`src/hw/rtl/assert_macros.svh`:
```
// ----------------------------------------------------------------------------
// Assertion macros
// Shared concurrent assertion forms for the stencil block.
// ----------------------------------------------------------------------------
`ifndef ASSERT_MACROS_SVH
`define ASSERT_MACROS_SVH

`ifndef NO_ASSERTIONS
`define VLS3_ASSERT(lbl, clk, rstn, prop, msg) \
    lbl: assert property (@(posedge clk) disable iff (!rstn) prop) else $error(msg);
`define VLS3_NEVER(lbl, clk, rstn, cond, msg) \
    lbl: assert property (@(posedge clk) disable iff (!rstn) !(cond)) else $error(msg);
`else
`define VLS3_ASSERT(lbl, clk, rstn, prop, msg)
`define VLS3_NEVER(lbl, clk, rstn, cond, msg)
`endif

`endif

```
`src/hw/rtl/vls3_queue.sv`:
```
// ----------------------------------------------------------------------------
// vls3_queue
// Small job FIFO between the front and the back.
// ----------------------------------------------------------------------------
module vls3_queue #(
    parameter int W     = 21,
    parameter int DEPTH = 4
) (
    input  logic         aclk,
    input  logic         aresetn,
    input  logic         push,
    input  logic [W-1:0] push_data,
    input  logic         pop,
    output logic [W-1:0] head_data,
    output logic         empty,
    output logic         full
);

    localparam int PW = (DEPTH > 1) ? $clog2(DEPTH) : 1;
    localparam int CW = $clog2(DEPTH + 1);

    logic [W-1:0]  slot_reg [DEPTH];
    logic [PW-1:0] wr_ptr_reg, rd_ptr_reg;
    logic [CW-1:0] count_reg;

    assign empty     = (count_reg == '0);
    assign full      = (count_reg == CW'(DEPTH));
    assign head_data = slot_reg[rd_ptr_reg];

    always_ff @(posedge aclk) begin
        if (push) begin
            slot_reg[wr_ptr_reg] <= push_data;
        end
    end

    always_ff @(posedge aclk) begin
        if (!aresetn) begin
            wr_ptr_reg <= '0;
            rd_ptr_reg <= '0;
            count_reg  <= '0;
        end else begin
            if (push) begin
                wr_ptr_reg <= (wr_ptr_reg == PW'(DEPTH - 1)) ? '0 : wr_ptr_reg + PW'(1);
            end
            if (pop) begin
                rd_ptr_reg <= (rd_ptr_reg == PW'(DEPTH - 1)) ? '0 : rd_ptr_reg + PW'(1);
            end
            if (push && !pop) begin
                count_reg <= count_reg + CW'(1);
            end else if (pop && !push) begin
                count_reg <= count_reg - CW'(1);
            end
        end
    end

endmodule

```
`config.mk`:
```
export PLATFORM = sky130hd
export DESIGN_NAME = vls3_queue
export DESIGN_NICKNAME = d
export VERILOG_FILES = /design/src/hw/rtl/assert_macros.svh /design/src/hw/rtl/vls3_queue.sv
export SDC_FILE = /design/constraint.sdc
export NUM_CORES = 1
export LEC_CHECK = 0
export BUFFER_PORTS_ARGS = -buffer_cell sky130_fd_sc_hd__buf_2
export CAP_MARGIN = 40
export CORE_ASPECT_RATIO = 0.7
export CORE_MARGIN = 3
export CORE_UTILIZATION = 40
export CTS_CLUSTER_SIZE = 30
export DETAILED_ROUTE_END_ITERATION = 7
export SYNTH_ARGS = -nofsm -noshare
export SYNTH_HDL_FRONTEND = slang
export SYNTH_SLANG_ARGS = --single-unit
```
`constraint.sdc`:
```
create_clock -name aclk -period 1.48 [get_ports aclk]
set_input_delay 0 -clock aclk [delete_from_list [all_inputs] [get_ports aclk]]
set_output_delay 0 -clock aclk [all_outputs]
set_load 0.01 [all_outputs]
```
# Yosys cells after proc, flatten, opt, wreduce, memory -nomap -nowiden
# Memory sizes are Yosys's and may differ from the RTL's. A register that Yosys moved wholly into a read port is not among the register bits.
# Cells that the tools add are included.
[classes]
addsub = 4
eq_ne = 3
n_mux = 8
reduce_logical = 6
[op_table]
columns = ["cell", "n"]
rows = [
  ["$mux 2", 4],
  ["$mux 3", 2],
  ["$add 2x1->2 const B", 2],
  ["$eq 2x2->1 const B", 2],
  ["$add 3x1->3 const B", 1],
  ["$eq 3x3->1 const B", 1],
  ["$logic_not 3->1", 1],
  ["$sub 3x1->3 const B", 1],
  ["$logic_and 1x1->1", 2],
  ["$logic_not 1->1", 2],
  ["$mux 1", 2],
  ["$reduce_bool 2->1", 1],
]
[word_totals]
ff_bits = 7
ramBits = 84
input_bits = 25
out_inout_bits = 23
elab_cells = 25
memories = 1
[memory_table]
columns = ["name", "words", "width", "rd", "rd_clocked_by_memory_dff", "write_ports", "line_no", "rtl"]
rows = [
  ["slot_reg", 4, 21, 1, 1, 1, "vls3_queue.sv:22", "logic [W-1:0] slot_reg [DEPTH];"],
]

# Logic depth before layout (Yosys ltp)
[depth]
ltp_word = 4
depth_mapped = 7
mapped_depth_nobuf = 7

# Worst setup path after synthesis
# Ideal clock, no wire load.
[synth_timing]
path_kind = "reg2reg"
startpoint = "reg wr_ptr_reg[0]"
endpoint = "mem slot_reg[3][0], enable pin"
setup_time_ns = 0.379
arrival_time_ns = 1.095
required_time_ns = 1.101
path_slack_ns = 0.005
stages_incl_launch_ff = 3
n_path_buf = 0
synth_period_minus_slack_ns = 1.475
cell_sequence = "dfxtp_1 > ha_1 > and2_1"
[synth_rtl]
columns = ["item", "line_no", "rtl"]
rows = [
  ["start, declared", "vls3_queue.sv:23", "logic [PW-1:0] wr_ptr_reg, rd_ptr_reg;"],
  ["start signal, assigned", "vls3_queue.sv:43", "wr_ptr_reg <= (wr_ptr_reg == PW'(DEPTH - 1)) ? '0 : wr_ptr_reg + PW'(1);"],
  ["end, declared", "vls3_queue.sv:22", ""],
]
# No word-level cell before the write port.

==> impl_results.md <==
- Initial core utilization: 0.427
- Syn avg cell area: 22.8 sq um
- Die Y: 84.1 microns
- Cell internal pwr: 4.54 mW
- Sw Share: 0.212
- Routed wire length: 5.78 mm
- # fillers: 645
- Worst min path class: primary input to flop
- Vias: 1,694
- Syn Nets: 185
- Routed length per instance: 15.8 microns
- Clk network pwr share: 0.347
- Clk slew on worst S/H paths: 60 ps
- H-tree depth: 3
- Power Dens Cells: 1250 nW/um^2
- Post-DP Area: 3970 sq um
- Grt ovf: 0
- Design Area, Final: 4600 sq um
- CTS tree: done
- # IOs: 48
- Core area: 8180 sq um
- Synth top area share: 0.723
- Top cells by area in the synthesized netlist: edfxtp_1 72%, mux4_2 13%, dfxtp_1 5.2%
- Sequential fraction of design power: 0.529
- Largest area contributor in the netlist: edfxtp_1
- Max FFs per register: 84
- DP Wirelength: 3.75 mm
- Port bufs: 47
- CTS Buf Count: 9
- Initial antenna violation count: 0
- Final worst path period need: 1560 ps
- CP max FO: 6
- Cells after Synth: 153
- Unrepaired setup endpoints after global routing: yes
- Peak VDD IR: 0.000804 V
- Post-synth top cells: 84 x edfxtp_1, 20 x mux4_2, 9 x dfxtp_1
- Clock sink total: 93
- Max Clk Rate: 640 MHz
- Critical setup path kind: flop to output port
- Die W: 118 microns
- Vias in the first global route: 1,800
- Outcome: complete, but fails checks
- Final Setup Violations: 21
- Most frequent cell after synthesis: edfxtp_1
- Startpoint types: flop
- 1st-iter DRT viols: 96
- Post-CTS setup repair buffer count: 0
- #FFs+latches synth: 93
- NumNets Final: 276
- CTS Buffer Depth: 2
- Layout cells sized above 1: 0.390
- Largest net degree at the start of global routing: 22
- Slew @ Worst Pin: 246 ps
- Reported net switching power: 1.22 mW
- Clk root buf: clkbuf_16
- DIE AREA: 9900 sq um
- Max-slew violations: 0
- Asr flop ratio synth: 0
- Remaining antenna violation count: 0
- Comb pwr share: 0.124
- Final Hold Viols: 0
- Post-synthesis sequential area ratio: 0.774
- Worst skew pair latency: 330 ps
- Failing checks: negative setup slack
- Post-synth EDFFs: 84
- Gpl congestion: 0.635
- Pre-CTS setup slack: 15.7 ps
- Total track usage: 0.129
- Static Leak: 1.63 nW
- Worst EP arrival: 1560 ps
- DR pass1 iterations: 4
- Area Growth Syn to Fin: 31.9%
- Layout Utilization: 0.563
- Synth Flop Type: edfxtp_1
- # DRC: 0
- Min Hold Slack: 110 ps
- Layout Skew: 2.71 ps
- Vias per cell: 4.64
- First-pass GRT wire length: 9.49 mm
- Ys Warns: 0
- Final cycle utilization of the critical path: 1.06
- Maxcap violations: 0
- Row cnt: 27
- Mapped Area: 3490 sq um
- CP endpoint kind: output port
- Rel. slew slack: 0.836
- Antenna diode count: 0
- Data required time at the worst endpoint: 1480 ps
- Setup ws final: -82.4 ps
- Number of distinct library cells after synthesis: 21
## cells in the final DEF (no fill, tap or decap), types with 2 or more instances in the layout
master / synthesis / routed
mux4_2: 20 / 21
nor2b_1: 5 / 5
buf_2: 2 / 29
nor3_1: 2 / 2
buf_6: 2 / 18
clkbuf_16: 0 / 9
edfxtp_1: 84 / 84
buf_4: 0 / 11
buf_12: 0 / 3
dfxtp_1: 9 / 7
clkbuf_1: 0 / 3
inv_1: 4 / 4
ha_1: 6 / 6
dlygate4sd3_1: 0 / 22
and2_1: 5 / 5
mux2i_1: 4 / 4
## worst max-delay path, cell delays in order (launching register included)
cell	delay [ps]
dfxtp_4	410
buf_12	140
mux4_2	530
buf_6	140
## stage by stage
stage,TNS (ps),power [mW],instances
detailed placement,0,3.68,326
floorplan,0,3.42,153
global route,-2430,6.03,365
finish,-1310,5.77,365
CTS,-1940,5.81,365
global placement,0,3.67,326
## power groups by stage
| stage | clock network (mW) | logic (mW) | registers (mW) |
|---|---|---|---|
| after detailed placement | 0 | 0.580 | 3.10 |
| after floorplan | 0 | 0.331 | 3.09 |
| after global routing | 2.19 | 0.785 | 3.06 |
| after CTS | 2.06 | 0.697 | 3.05 |
| final | 2.00 | 0.716 | 3.05 |
| after global placement | 0 | 0.577 | 3.10 |
## metal layers
metal / up-vias / global-route usage / wire length [microns]
li1: 806 / - / -
met1: 838 / 0.170 / 2840
met2: 46 / 0.200 / 2610
met3: 4 / 0.0599 / 304
met4: 0 / 0.0287 / 24
met5: - / 0 / 0
## final timing paths
| kind | end | from | slack (ps) | cells past startpoint |
|---|---|---|---|---|
| max | head_data[13] | flop | -80 | 3 |
| min reg2reg | count_reg[2] | count_reg[2] | 510 | 2 |
| min | wr_ptr_reg[1] | push | 110 | 4 |
| max reg2reg | count_reg[2] | count_reg[0] | 100 | 4 |
## layout make-up
| type | instances | area [sq um] | share of cell area |
|---|---|---|---|
| clock inverter | 4 | 25.0 | 0.00544 |
| sequential | 93 | 2710 | 0.588 |
| tap | 116 | 145 | 0.0315 |
| inverter | 4 | 15.0 | 0.00326 |
| timing repair buffer | 84 | 738 | 0.160 |
| clock buffer | 12 | 236 | 0.0514 |
| multi-input combinational | 52 | 736 | 0.160 |
## logic make-up after synthesis
family                   count (synthesis)  share of synthesized area
multiplexers                            25                      0.148
buffers and inverters                    8                     0.0136
AND/OR/NAND/NOR                         15                     0.0258
AO/OA/AOI/OAI                            3                    0.00574
adder cells (fa/ha/maj)                  7                     0.0272
XOR/XNOR                                 2                    0.00502
flip-flops                              93                      0.774
## timing repair
item	CTS	global route
endpoints found under the setup margin	21	22
resized for setup	18	9
pin swaps	0	1
cloned	1	0
hold endpoints to repair	93	0
hold buffers	22	0
Note: power is estimated with default switching activity, not from simulation.
