[src/hw/rtl/assert_macros.svh]
// ----------------------------------------------------------------------------
// Assertion macros
// Shared concurrent assertion forms for the stencil block.
// ----------------------------------------------------------------------------
`ifndef ASSERT_MACROS_SVH
`define ASSERT_MACROS_SVH

`ifndef NO_ASSERTIONS
`define VLS3_ASSERT(lbl, clk, rstn, prop, msg) \
    lbl: assert property (@(posedge clk) disable iff (!rstn) prop) else $error(msg);
`define VLS3_NEVER(lbl, clk, rstn, cond, msg) \
    lbl: assert property (@(posedge clk) disable iff (!rstn) !(cond)) else $error(msg);
`else
`define VLS3_ASSERT(lbl, clk, rstn, prop, msg)
`define VLS3_NEVER(lbl, clk, rstn, cond, msg)
`endif

`endif

[src/hw/rtl/vls3_pkg.sv]
// ----------------------------------------------------------------------------
// vls3_pkg
// Types and constants shared by the 3D vector Laplacian stencil.
// ----------------------------------------------------------------------------
package vls3_pkg;

    localparam int MAG_W   = 16;
    localparam int CELL_W  = 3 * MAG_W;
    localparam int COEF_W  = 32;
    localparam int DIFF_W  = MAG_W + 1;
    localparam int PROD_W  = DIFF_W + COEF_W + 1;
    localparam int PAIR_W  = PROD_W + 1;
    localparam int SUM_W   = PAIR_W + 2;
    localparam int FIELD_W = 52;
    localparam int OUT_TDATA_W = 160;
    localparam int CFG_IDX_W = 3;

    // window taps, relative to the emitted cell
    localparam int N_TAPS   = 7;
    localparam int TAP_CTR  = 0;
    localparam int TAP_ZM   = 1;
    localparam int TAP_ZP   = 2;
    localparam int TAP_YM   = 3;
    localparam int TAP_YP   = 4;
    localparam int TAP_XM   = 5;
    localparam int TAP_XP   = 6;

    typedef enum logic [CFG_IDX_W-1:0] {
        CFG_COEF_X = 3'd0,
        CFG_COEF_Y = 3'd1,
        CFG_COEF_Z = 3'd2,
        CFG_SIZE_X = 3'd3,
        CFG_SIZE_Y = 3'd4,
        CFG_SIZE_Z = 3'd5
    } cfg_reg_e;

    // which neighbors of a cell lie on the grid
    typedef struct packed {
        logic zm;
        logic zp;
        logic ym;
        logic yp;
        logic xm;
        logic xp;
    } nbr_flags_t;

    localparam int FLAGS_W = $bits(nbr_flags_t);

    typedef struct packed {
        logic grid_full;
        logic job_push;
    } front_status_t;

endpackage

[src/hw/rtl/vls3_front.sv]
// ----------------------------------------------------------------------------
// vls3_front
// Accepts items, writes cells into the window and issues emission jobs.
// ----------------------------------------------------------------------------
module vls3_front import vls3_pkg::*; #(
    parameter int MAX_PLANES = 1024,
    parameter int MAX_ROWS   = 64,
    parameter int MAX_COLS   = 64,
    parameter int AW         = 14
) (
    input  logic                              aclk,
    input  logic                              aresetn,
    input  logic                              clr,
    input  logic [$clog2(MAX_PLANES+1)-1:0]   nx,
    input  logic [$clog2(MAX_ROWS+1)-1:0]     ny,
    input  logic [$clog2(MAX_COLS+1)-1:0]     nz,
    input  logic                              s_tvalid,
    output logic                              s_tready,
    input  logic [CELL_W-1:0]                 s_tdata,
    input  logic                              s_tuser,
    input  logic                              q_full,
    output logic                              wr_en,
    output logic [AW-1:0]                     wr_addr,
    output logic [CELL_W-1:0]                 wr_data,
    output logic [AW-1:0]                     job_addr,
    output nbr_flags_t                        job_flags,
    output logic                              job_last,
    output front_status_t                     status
);

    localparam int XW = $clog2(MAX_PLANES + 1);
    localparam int YW = $clog2(MAX_ROWS + 1);
    localparam int ZW = $clog2(MAX_COLS + 1);
    localparam int IW = (MAX_PLANES > 1) ? $clog2(MAX_PLANES) : 1;
    localparam int JW = (MAX_ROWS > 1) ? $clog2(MAX_ROWS) : 1;
    localparam int KW = (MAX_COLS > 1) ? $clog2(MAX_COLS) : 1;

    logic [AW-1:0] r_addr_reg, e_addr_reg;
    logic [IW-1:0] ri_reg, ei_reg;
    logic [JW-1:0] rj_reg, ej_reg;
    logic [KW-1:0] rk_reg, ek_reg;
    logic          full_reg;

    logic accept, push, drain, emit;
    logic r_kend, r_jend, r_iend, e_kend, e_jend, e_iend;

    assign s_tready = !q_full;
    assign accept   = s_tvalid && s_tready;
    assign push     = accept && !s_tuser && !full_reg;
    assign drain    = accept && s_tuser && full_reg;
    assign emit     = (push && (ri_reg != '0)) || drain;

    assign r_kend = (ZW'(rk_reg) == nz - ZW'(1));
    assign r_jend = (YW'(rj_reg) == ny - YW'(1));
    assign r_iend = (XW'(ri_reg) == nx - XW'(1));
    assign e_kend = (ZW'(ek_reg) == nz - ZW'(1));
    assign e_jend = (YW'(ej_reg) == ny - YW'(1));
    assign e_iend = (XW'(ei_reg) == nx - XW'(1));

    assign wr_en   = push;
    assign wr_addr = r_addr_reg;
    assign wr_data = s_tdata;

    assign job_addr     = e_addr_reg;
    assign job_flags.zm = (ek_reg != '0);
    assign job_flags.zp = !e_kend;
    assign job_flags.ym = (ej_reg != '0);
    assign job_flags.yp = !e_jend;
    assign job_flags.xm = (ei_reg != '0);
    assign job_flags.xp = !e_iend;
    assign job_last     = e_kend && e_jend && e_iend;

    assign status.grid_full = full_reg;
    assign status.job_push  = emit;

    always_ff @(posedge aclk) begin
        if (!aresetn || clr || (emit && job_last)) begin
            r_addr_reg <= '0;
            e_addr_reg <= '0;
            ri_reg     <= '0;
            rj_reg     <= '0;
            rk_reg     <= '0;
            ei_reg     <= '0;
            ej_reg     <= '0;
            ek_reg     <= '0;
            full_reg   <= 1'b0;
        end else begin
            if (push) begin
                r_addr_reg <= r_addr_reg + AW'(1);
                if (r_kend && r_jend && r_iend) begin
                    full_reg <= 1'b1;
                end
                if (r_kend) begin
                    rk_reg <= '0;
                    if (r_jend) begin
                        rj_reg <= '0;
                        ri_reg <= ri_reg + IW'(1);
                    end else begin
                        rj_reg <= rj_reg + JW'(1);
                    end
                end else begin
                    rk_reg <= rk_reg + KW'(1);
                end
            end
            if (emit) begin
                e_addr_reg <= e_addr_reg + AW'(1);
                if (e_kend) begin
                    ek_reg <= '0;
                    if (e_jend) begin
                        ej_reg <= '0;
                        ei_reg <= ei_reg + IW'(1);
                    end else begin
                        ej_reg <= ej_reg + JW'(1);
                    end
                end else begin
                    ek_reg <= ek_reg + KW'(1);
                end
            end
        end
    end

endmodule

[config.mk]
export PLATFORM = sky130hd
export DESIGN_NAME = vls3_front
export DESIGN_NICKNAME = d
export VERILOG_FILES = /design/src/hw/rtl/assert_macros.svh /design/src/hw/rtl/vls3_pkg.sv /design/src/hw/rtl/vls3_front.sv
export SDC_FILE = /design/constraint.sdc
export NUM_CORES = 1
export LEC_CHECK = 0
export ABC_AREA = 1
export BUFFER_PORTS_ARGS = -buffer_cell sky130_fd_sc_hd__buf_4
export CAP_MARGIN = 20
export CORE_MARGIN = 5
export CORE_UTILIZATION = 59
export CTS_BUF_LIST = sky130_fd_sc_hd__clkbuf_8
export DETAILED_ROUTE_END_ITERATION = 12
export PLACE_DENSITY_LB_ADDON = 0.08
export SLEW_MARGIN = 30
export SYNTH_ARGS = -nofsm -noshare
export SYNTH_HDL_FRONTEND = slang
export SYNTH_SLANG_ARGS = --single-unit
[constraint.sdc]
create_clock -name aclk -period 3.23 [get_ports aclk]
set_clock_uncertainty 0.15 [all_clocks]
set_input_delay 0.4845 -clock aclk [delete_from_list [all_inputs] [get_ports aclk]]
set_output_delay 0.4845 -clock aclk [all_outputs]
set_load 0.02 [all_outputs]
# After elaboration in Yosys (flattened, before gate mapping)
# Cells that the tools add are included.
[word_totals]
romBits = 0
ramBits = 0
out_inout_bits = 87
inputBits = 79
wordCells = 60
latch_bits = 0
reg_bits = 73
memories = 0
[classes]
eq_ne = 6
magnitude_cmp = 0
n_reduce_logical = 30
bitwise_logic = 0
multipliers = 0
div_mod_pow = 0
mux = 4
shift = 0
n_addsub = 11
[op_table]
columns = ["operator", "count"]
rows = [
  ["14-bit by 1-bit adder with 14-bit output, second input constant", 2],
  ["6-bit by 7-bit == test with 1-bit output", 4],
  ["6-bit by 1-bit adder with 6-bit output, second input constant", 4],
  ["6-bit two-way mux", 4],
  ["10-bit by 11-bit == test with 1-bit output", 2],
  ["10-bit by 1-bit adder with 10-bit output, second input constant", 2],
  ["10-bit nonzero test", 2],
  ["7-bit by 1-bit subtractor with 7-bit output, second input constant", 2],
  ["6-bit nonzero test", 2],
  ["1-bit logical AND", 11],
  ["11-bit by 1-bit subtractor with 11-bit output, second input constant", 1],
  ["1-bit logical NOT", 7],
  ["2-bit AND reduction", 3],
  ["3-bit AND reduction", 2],
  ["1-bit logical OR", 3],
]

# Depth between registers and ports, before layout
# Gate-level depths: netlist of run 1.
[logic_depth]
ltp_word = 8
ltp_mapped = 18
mapped_depth_nobuf = 16

# Least setup slack after synthesis of run 1
# No wires, ideal clock.
[synth_timing]
kind = "input to output"
startpoint = "input port nx[0]"
endpoint = "output port job_last"
n_path_buf = 0
stages = 11
t_required_ns = 2.595
arrival_ns = 2.318
setup_slack_ns = 0.277
path_cell_list = "inv_1 -> ha_1 -> nand2_1 -> nor2_1 -> nand3_1 -> nand2_1 -> nand2_1 -> nand2_1 -> nand3_1 -> or2_2 -> nor3_1"
[synth_via]
elab_chain_cells = 3
[synth_rtl]
columns = ["item", "line", "rtl"]
rows = [
  ["start: declaration", "vls3_front.sv:14", "input logic [$clog2(MAX_PLANES+1)-1:0] nx,"],
  ["11-bit by 1-bit subtractor with 11-bit output", "vls3_front.sv:58", "assign e_iend = (XW'(ei_reg) == nx - XW'(1));"],
  ["10-bit by 11-bit == test with 1-bit output", "vls3_front.sv:58", ""],
  ["1-bit logical AND", "vls3_front.sv:71", "assign job_last = e_kend && e_jend && e_iend;"],
  ["end: declaration", "vls3_front.sv:27", "output logic job_last,"],
]
# Every way passes these cells.

# Worst setup path in the final report of run 1
# Same ends and word-level chain as after synthesis.

==> results_dict.tcl, run 1 <==
set metrics [dict create \
    rsz0062_at_grt "no" \
    ys_warn_count 0 \
    cp_num_buf_inv 3 \
    antenna_found_initial 0 \
    syn_to_final_growth_pct 8.614 \
    slew_viol_final 0 \
    drtIter0Drc 354 \
    setup_viol 0 \
    most-common-layout-cells "nand2_1, inv_1, nand3_1" \
    top_layer_used "met4" \
    clk_pin_slew_worst_paths_ns 0.09 \
    cp_top_family "simple AND/OR/NAND/NOR gates" \
    wire_per_inst_um 13.50 \
    cts_hold_buf 0 \
    powerDensity_nw_per_um2 303.4 \
    die_area_um2 11820 \
    die_h_um 108.7 \
    cts_buffer_depth 2 \
    grt_pass1_vias 5223 \
    hold_violations 0 \
    critPathLaunchType "input port" \
    post-route-min-period_ns 3.062 \
    vias 5764 \
    ys_seq_area_share_pct 25.41 \
    ant_nets 0 \
    routedLengthMet1_mm 6.685 \
    required_ns 2.60 \
    fillers 951 \
    wl_met2_mm 6.608 \
    numCtsBuffers 9 \
    min_path_type "flip-flop to flip-flop" \
    cts.sinks 73 \
    end_kind "output pin" \
    worstSetupPathType "input port to output pin" \
    die_width_um 108.7 \
    worst_slew_pin_slew_ns 0.4892 \
    path_cells "buf_4 > inv_1 > ha_2 > nand2_1 > nor2_2 > nand2_1 > nand3_1 > nand3_1 > nor2_1 > nand3_1 > or2_2 > nor3_1 > buf_4" \
    ys_seq_elements 73 \
    slew_headroom_pct 67.35 \
    p_leak_nw 3.021 \
    path_max_fanout 7 \
    cts_resized 0 \
    antenna_cells_inserted 0 \
    slowest_stage "or2_2" \
    gr-total-overflow 0 \
    cp_common_cell "nand3_1" \
    dp_hpwl_mm 11.46 \
    synth_area_um2 5752 \
    final_core_util_pct 64.81 \
    start_util_pct 59.67 \
    syn_nets 1025 \
    synth_edf_count 0 \
    cap_violations 0 \
    vias_per_cell 5.288 \
    io_pins 166 \
    final_common_cell "nand2_1" \
    syn_avg_cell_area_um2 6.178 \
    ir_drop_uv 282.8 \
    post_cts_buffers 0 \
    layout.nets 1046 \
    outcome "completed" \
    synth_cell_type_count 33 \
    io_buffers 69 \
    worstPathArrival_ns 2.43 \
    synth_ff_type "dfxtp_1" \
    grt_usage_pct 25.44 \
    fmaxAchievable_ghz 0.3266 \
    setup_tns_ns 0 \
    drive_above_1_share_pct 11.81 \
    period_share_pct 94.79 \
    fin_hold_ws_ns 0.3904 \
    ys_async_sr_fraction_pct 0 \
    cts_root_buf "clkbuf_8" \
    regArea_um2 1461 \
    wl_mm 14.72 \
    syn_inst 931 \
    wl_met3_mm 1.033 \
    clock_latency_ns 0.37 \
    drc 0 \
    grt_first_pass_wirelength_mm 24.05 \
    max_stage_delay_ns 0.32 \
    rows 36 \
    htreeDepth 3 \
    core-area_um2 9639 \
    cts_tree "done" \
    place.gp.congestion 0.9013 \
    finalPower_mw 1.895 \
    first_pass_iters 7 \
    grt_max_degree 34 \
    multi_input_area_um2 3386 \
]
-- cells by family after synthesis --
logic type               after synthesis  share of synthesized area (%)
adder cells (fa/ha/maj)               15                          3.263
AO/OA/AOI/OAI                         76                          7.374
multiplexers                           1                         0.1740
XOR/XNOR                              56                          8.527
AND/OR/NAND/NOR                      526                          39.44
flip-flops                            73                          25.41
buffers and inverters                184                          15.81
-- report_power, final --
part | switching [mW] | leakage, nW | internal, mW
sequential | 0.00223 | 0.588 | 0.901
combinational | 0.146 | 2.33 | 0.0803
clock | 0.396 | 0.102 | 0.370
-- Yosys cell counts (5+ instances only) --
cell | number | area, um^2
inv_1 | 113 | 424.2
nor2_2 | 7 | 43.79
nand4_1 | 30 | 187.7
nor3_1 | 13 | 65.06
buf_2 | 10 | 50.05
nand3_1 | 99 | 495.5
clkbuf_1 | 7 | 26.28
a21oi_1 | 34 | 170.2
buf_4 | 51 | 382.9
xnor2_1 | 14 | 122.6
a21boi_0 | 10 | 75.07
nor2_1 | 80 | 300.3
a21boi_1 | 5 | 37.54
dfxtp_1 | 73 | 1461
ha_1 | 15 | 187.7
o21ai_0 | 23 | 115.1
nand2_1 | 282 | 1059
xor2_1 | 42 | 367.9
-- per-stage QoR --
stage	worst slack, ns	instance area [um^2]	instances
3_3_place_gp	0.1608	6037	1074
4_1_cts	0.06440	6242	1090
5_1_grt	0.01099	6247	1090
2_1_floorplan	0.2773	5752	931
6_report	0.1684	6247	1090
3_5_place_dp	0.06976	6037	1074
-- metal layers --
| layer | global-route usage (%) | vias up |
|---|---|---|
| met5 | 0 | - |
| met4 | 9.829 | 0 |
| met3 | 6.335 | 39 |
| li1 | - | 2953 |
| met1 | 32.76 | 2591 |
| met2 | 41.00 | 181 |
-- worst register-to-register path: cells and delay by family, from the launching register on --
family / cells / cell delay (ns)
fa+ha+maj: 1 / 0.23
buf+inv: 2 / 0.17
simple gates: 7 / 1.26
compound gates: 1 / 0.08
flops: 1 / 0.43
-- cell type report --
type	instances	share of cell area [%]
well taps	133	2.664
clock inverters	7	1.302
flip-flops and latches	73	23.39
repair buffers	80	9.613
inverters	114	6.850
clock buffers	9	1.983
multi-input cells	674	54.20
-- path summary, 6_finish.rpt --
| path | cells past startpoint | slack [ns] | start | end |
|---|---|---|---|---|
| setup / recovery | 13 | 0.17 | nx[0] | job_last |
| hold / removal | 3 | 0.39 | ek_reg[4]$_SDFFE_PP0P_ | ek_reg[4]$_SDFFE_PP0P_ |
| setup reg to reg | 11 | 0.86 | ri_reg[0]$_SDFFE_PP0P_ | ei_reg[4]$_SDFFE_PP0P_ |
| hold reg to reg | 3 | 0.39 | ek_reg[4]$_SDFFE_PP0P_ | ek_reg[4]$_SDFFE_PP0P_ |
Power figures use the tool's default switching activity.
==> run 2: changes to the inputs <==
--- a/config.mk
+++ b/config.mk
@@ -9,7 +9,7 @@
 export BUFFER_PORTS_ARGS = -buffer_cell sky130_fd_sc_hd__buf_4
 export CAP_MARGIN = 20
 export CORE_MARGIN = 5
-export CORE_UTILIZATION = 59
+export CORE_UTILIZATION = 55
 export CTS_BUF_LIST = sky130_fd_sc_hd__clkbuf_8
 export DETAILED_ROUTE_END_ITERATION = 12
 export PLACE_DENSITY_LB_ADDON = 0.08
==> constraint.sdc (replaced) <==
create_clock -name aclk -period 3.1 [get_ports aclk]
set_clock_uncertainty 0.15 [all_clocks]
set_input_delay 0.465 -clock aclk [delete_from_list [all_inputs] [get_ports aclk]]
set_output_delay 0.465 -clock aclk [all_outputs]
set_load 0.02 [all_outputs]
==> run 2 against run 1 <==
Compared with the run above: via count down 0.62%; final cell count up 0.83%; power up 4.5%; first-iteration DRC count up 11%; worst setup slack better by 0.012 ns; flip-flop and latch count unchanged; register-to-register slack worse by 0.14 ns; worst hold slack better by 0.0047 ns; critical path depth unchanged; final area up 1.4%.
==> results_dict.tcl, run 2 (synthesized netlist as in run 1, its figures left out) <==
set metrics [dict create \
    htreeDepth 3 \
    most-common-layout-cells "nand2_1, inv_1, nand3_1" \
    io_pins 166 \
    wl_mm 14.73 \
    antenna_found_initial 0 \
    finalNonFillerCells 1099 \
    die_h_um 112.3 \
    end_kind "output pin" \
    p_leak_nw 3.059 \
    intPower_mw 1.409 \
    top_layer_used "met4" \
    clock_power_share_pct 40.1 \
    clock_latency_ns 0.37 \
    final_common_cell "nand2_1" \
    cts_hold_buf 0 \
    powerDensity_nw_per_um2 312.5 \
    vias_per_cell 5.212 \
    first_pass_iters 5 \
    die_width_um 112.3 \
    path_cells "buf_4 > inv_1 > ha_2 > nand2_1 > nor2_2 > nand2_1 > nand3_1 > nand3_1 > nor2_1 > nand3_1 > or2_2 > nor3_2 > buf_4" \
    hold_start "ek_reg[4]$_SDFFE_PP0P_" \
    antenna_cells_inserted 0 \
    die_area_um2 12600 \
    wl_met2_mm 6.926 \
    finalPower_mw 1.980 \
    wire_per_inst_um 13.40 \
    syn_to_final_growth_pct 10.14 \
    worst_slew_pin_slew_ns 0.4827 \
    required_ns 2.48 \
    numCtsBuffers 9 \
    rows 37 \
    max_stage_delay_ns 0.32 \
    place_inst 1083 \
    min_path_type "flip-flop to flip-flop" \
    fillers 1018 \
    fin_hold_ws_ns 0.3951 \
    grt_pass1_vias 5423 \
    r2r_start "ri_reg[0]$_SDFFE_PP0P_" \
    cts_buffer_depth 2 \
    layout.nets 1052 \
    cts_tree "done" \
    cts.sinks 73 \
    drtIter0Drc 394 \
    slowest_stage "or2_2" \
    routedLengthMet1_mm 6.589 \
    switchingPower_uw 570.4 \
    period_share_pct 94.17 \
    clk_pin_slew_worst_paths_ns 0.09 \
    hold_violations 0 \
    start_util_pct 55.97 \
    reg2regPathDepth 12 \
    ir_drop_uv 267.1 \
    slew_headroom_pct 67.52 \
    drc 0 \
    fmaxAchievable_ghz 0.3425 \
    cp_common_cell "nand3_1" \
    drive_above_1_share_pct 12.56 \
    wl_met3_um 889 \
    rsz0062_at_grt "no" \
    place.gp.congestion 0.9199 \
    ant_nets 0 \
    post-route-min-period_ns 2.919 \
    critPathLaunchType "input port" \
    min_to "ek_reg[4]$_SDFFE_PP0P_" \
    path_max_fanout 5 \
    pwr-share-seq_pct 47.5 \
    worstSetupPathType "input port to output pin" \
    outcome "completed" \
    grt_first_pass_wirelength_mm 24.61 \
    reg2reg_to "ei_reg[4]$_SDFFE_PP0P_" \
    core-area_um2 10280 \
    vias 5728 \
    worstPathArrival_ns 2.30 \
    p_sw_share_pct 28.81 \
    dp_hpwl_mm 11.47 \
    grt_max_degree 40 \
    hold_depth 3 \
    io_buffers 69 \
    combPwrFrac_pct 12.4 \
    gr-total-overflow 0 \
    cts_root_buf "clkbuf_8" \
    cap_violations 0 \
    setup_viol 0 \
    r2r_slack_ns 0.72 \
    slew_viol_final 0 \
    grt_usage_pct 23.20 \
]
-- run 2: changes by cell type in the layout (fill, tap and decap cells not counted) --
cell / before / now
ha_1: 14 / 13
inv_6: 5 / 2
buf_12: 0 / 2
clkinv_2: 0 / 1
nor3_2: 0 / 1
ha_4: 0 / 1
buf_4: 80 / 84
clkinv_4: 0 / 2
nor3_1: 13 / 12
-- run 2: critical path: cells and delay by family --
family	cells	cell delay, ns
adder cells (fa/ha/maj)	1	0.23
buffers and inverters	3	0.40
AND/OR/NAND/NOR	9	1.21
-- run 2: power by group through the flow --
stage	Combinational [mW]	Sequential, mW	Clock, mW
after floorplan	0.240	0.963	0
after global placement	0.236	0.963	0
after detailed placement	0.240	0.963	0
after CTS	0.241	0.941	0.805
after global routing	0.274	0.941	0.855
final	0.245	0.941	0.794
-- run 2: per-stage QoR --
| stage | util (%) | worst slack (ns) | instance area [um^2] | TNS [ns] |
|---|---|---|---|---|
| detailed placement | 59.46 | -0.03931 | 6111 | -0.03931 |
| global placement | 59.46 | 0.04425 | 6111 | 0 |
| CTS | 61.47 | 0.07011 | 6317 | 0 |
| global route | 61.64 | 0.01643 | 6335 | 0 |
| floorplan | - | 0.1863 | 5752 | 0 |
| finish | 61.64 | 0.1807 | 6335 | 0 |
-- run 2: final cells by class --
type,instances,area (um^2),share of cell area [%]
Tap cell,136,170.2,2.686
Multi-Input combinational cell,674,3403,53.72
Timing Repair Buffer,86,670.6,10.59
Inverter,114,427.9,6.755
Clock buffer,9,123.9,1.955
Clock inverter,7,77.57,1.225
Sequential cell,73,1461,23.07
-- run 2: how the worst max path moves through the flow --
| stage | startpoint | to | slack (ns) | cells after the start |
|---|---|---|---|---|
| final | nx[0] | job_last | 0.18 | 13 |
| after global routing | nz[0] | job_last | 0.02 | 12 |
| after floorplan | nx[0] | job_last | 0.19 | 11 |
| after detailed placement | nx[0] | job_last | -0.04 | 13 |
| after CTS | nx[0] | job_last | 0.07 | 13 |
| after global placement | nx[0] | job_last | 0.04 | 13 |
-- run 2: what timing repair did --
item	CTS	global route
gates resized for setup	1	4
endpoints found under the setup margin	1	1
pin swaps	0	0
buffers inserted	0	0
-- run 2: per-layer routing --
| metal | up-vias | global-route usage [%] |
|---|---|---|
| met5 | - | 0 |
| met4 | 0 | 8.894 |
| met3 | 36 | 5.553 |
| met2 | 148 | 39.45 |
| met1 | 2585 | 28.33 |
| li1 | 2959 | - |
==> run 3: changes to the inputs <==
--- a/config.mk
+++ b/config.mk
@@ -6,12 +6,13 @@
 export NUM_CORES = 1
 export LEC_CHECK = 0
 export ABC_AREA = 1
-export BUFFER_PORTS_ARGS = -buffer_cell sky130_fd_sc_hd__buf_4
+export BUFFER_PORTS_ARGS = -buffer_cell sky130_fd_sc_hd__buf_2
 export CAP_MARGIN = 20
 export CORE_MARGIN = 5
 export CORE_UTILIZATION = 55
 export CTS_BUF_LIST = sky130_fd_sc_hd__clkbuf_8
 export DETAILED_ROUTE_END_ITERATION = 12
+export GPL_ROUTABILITY_DRIVEN = 0
 export PLACE_DENSITY_LB_ADDON = 0.08
 export SLEW_MARGIN = 30
 export SYNTH_ARGS = -nofsm -noshare
==> run 3 against run 2 <==
Compared with the run above: critical endpoint unchanged; register-to-register slack got worse by 0.06 ns; power increased by 0.15%; critical path depth down 1; largest power group unchanged; final cell count unchanged; combinational power is 5% lower; final area is 2.9% lower; maximum frequency down 1.8%.
==> results_dict.tcl, run 3 (synthesized netlist as in run 1, its figures left out) <==
set metrics [dict create \
    cts_buffer_depth 2 \
    intPower_mw 1.406 \
    end_kind "output pin" \
    ir_drop_uv 291.6 \
    slowest_stage "or2_2" \
    slew_viol_final 0 \
    final_cell_area_um2 6152 \
    antenna_found_initial 1 \
    wl_mm 14.61 \
    gr-total-overflow 0 \
    fmaxAchievable_ghz 0.3363 \
    rsz0062_at_grt "no" \
    switchingPower_uw 576.4 \
    grt_max_degree 28 \
    p_sw_share_pct 29.07 \
    worstPathArrival_ns 2.36 \
    wire_per_inst_um 13.29 \
    placed_cell_area_um2 5913 \
    most-common-layout-cells "nand2_1, inv_1, nand3_1" \
    cts_root_buf "clkbuf_8" \
    max_stage_delay_ns 0.32 \
    start_util_pct 55.97 \
    cts_resized 0 \
    outcome "completed" \
    cts_tree "done" \
    worst_slew_pin_slew_ns 0.4787 \
    path_max_fanout 4 \
    drive_above_1_share_pct 12.56 \
    rows 37 \
    setup_viol 0 \
    grt_usage_pct 22.90 \
    combPwrFrac_pct 11.7 \
    path_cells "buf_2 > inv_1 > ha_4 > xor2_2 > nand2_1 > nor2_1 > nand3_1 > nor2_1 > nand3_1 > or2_2 > nor3_2 > buf_4" \
    first_pass_iters 6 \
    grt_first_pass_wirelength_mm 24.44 \
    finalPower_mw 1.983 \
    hold_violations 0 \
    pwr-share-seq_pct 47.4 \
    numCtsBuffers 9 \
    place_inst 1083 \
    die_width_um 112.3 \
    vias_per_cell 5.300 \
    cts_hold_buf 0 \
    die_h_um 112.3 \
    p_leak_nw 3.028 \
    post-route-min-period_ns 2.974 \
    ant_nets 0 \
    powerDensity_nw_per_um2 322.3 \
    grt_pass1_vias 5463 \
    cap_violations 0 \
    clock_power_share_pct 40.8 \
    layout.nets 1052 \
    antenna_cells_inserted 0 \
    slew_headroom_pct 68.05 \
    dp_hpwl_mm 11.40 \
    required_ns 2.48 \
    setup_tns_ns 0 \
    fin_hold_ws_ns 0.3840 \
    htreeDepth 3 \
    die_area_um2 12600 \
    post_cts_buffers 0 \
    vias 5825 \
    drtIter0Drc 494 \
    finalNonFillerCells 1099 \
    io_buffers 69 \
    period_share_pct 95.92 \
    min_path_type "flip-flop to flip-flop" \
    worstSetupPathType "input port to output pin" \
    core-area_um2 10280 \
    clk_pin_slew_worst_paths_ns 0.09 \
    drc 0 \
    final_common_cell "nand2_1" \
    syn_to_final_growth_pct 6.961 \
    clock_latency_ns 0.36 \
    cts.sinks 73 \
    io_pins 166 \
    critPathLaunchType "input port" \
]
[run 3: cell types whose count changed in the layout (fill, tap and decap cells not counted), sizes merged]
cell | previous run | this run
clkinv | 3 | 1
clkinvlp | 1 | 0
inv | 116 | 119
[run 3: path summary, 6_finish.rpt]
check                                            start                endpoint  slack [ns]  cells after the start
worst min register to register  ek_reg[4]$_SDFFE_PP0P_  ek_reg[4]$_SDFFE_PP0P_        0.38                      3
worst max-delay path                             nx[0]                job_last        0.13                     12
worst min-delay path            ek_reg[4]$_SDFFE_PP0P_  ek_reg[4]$_SDFFE_PP0P_        0.38                      3
worst max register to register  ri_reg[0]$_SDFFE_PP0P_  ei_reg[9]$_SDFFE_PP0P_        0.66                     11
[run 3: final cells by class]
type                    count  area [um^2]
repair buffers             86        475.5
flip-flops and latches     73         1461
well taps                 136        170.2
clock inverters             7        85.08
fillers                  1022         4125
clock buffers               9        123.9
multi-input cells         674         3408
inverters                 114        427.9
[run 3: power groups by stage]
stage	sequential [mW]	combinational (mW)	clock (mW)
after floorplan	0.963	0.240	0
after global placement	0.963	0.217	0
after detailed placement	0.963	0.225	0
after CTS	0.941	0.226	0.826
after global routing	0.941	0.259	0.862
final	0.941	0.233	0.809
[run 3: layer usage]
layer	vias up	global-route usage (%)	wire, um
li1	2959	-	-
met1	2621	28.17	6394
met2	187	38.46	6838
met3	56	5.067	964
met4	2	9.936	399
met5	-	0	13
[run 3: critical path, delay by kind of cell]
kind	cells	cell delay (ns)
xor+xnor	1	0.14
fa+ha+maj	1	0.30
simple gates	7	1.07
buf+inv	3	0.38
[run 3: metrics by stage]
stage / setup WS (ns) / util [%]
5_1_grt: 0.003210 / 59.86
4_1_cts: 0.02683 / 59.57
3_3_place_gp: 0.08820 / 57.54
6_report: 0.1264 / 59.86
2_1_floorplan: 0.1863 / -
3_5_place_dp: 0.03488 / 57.54
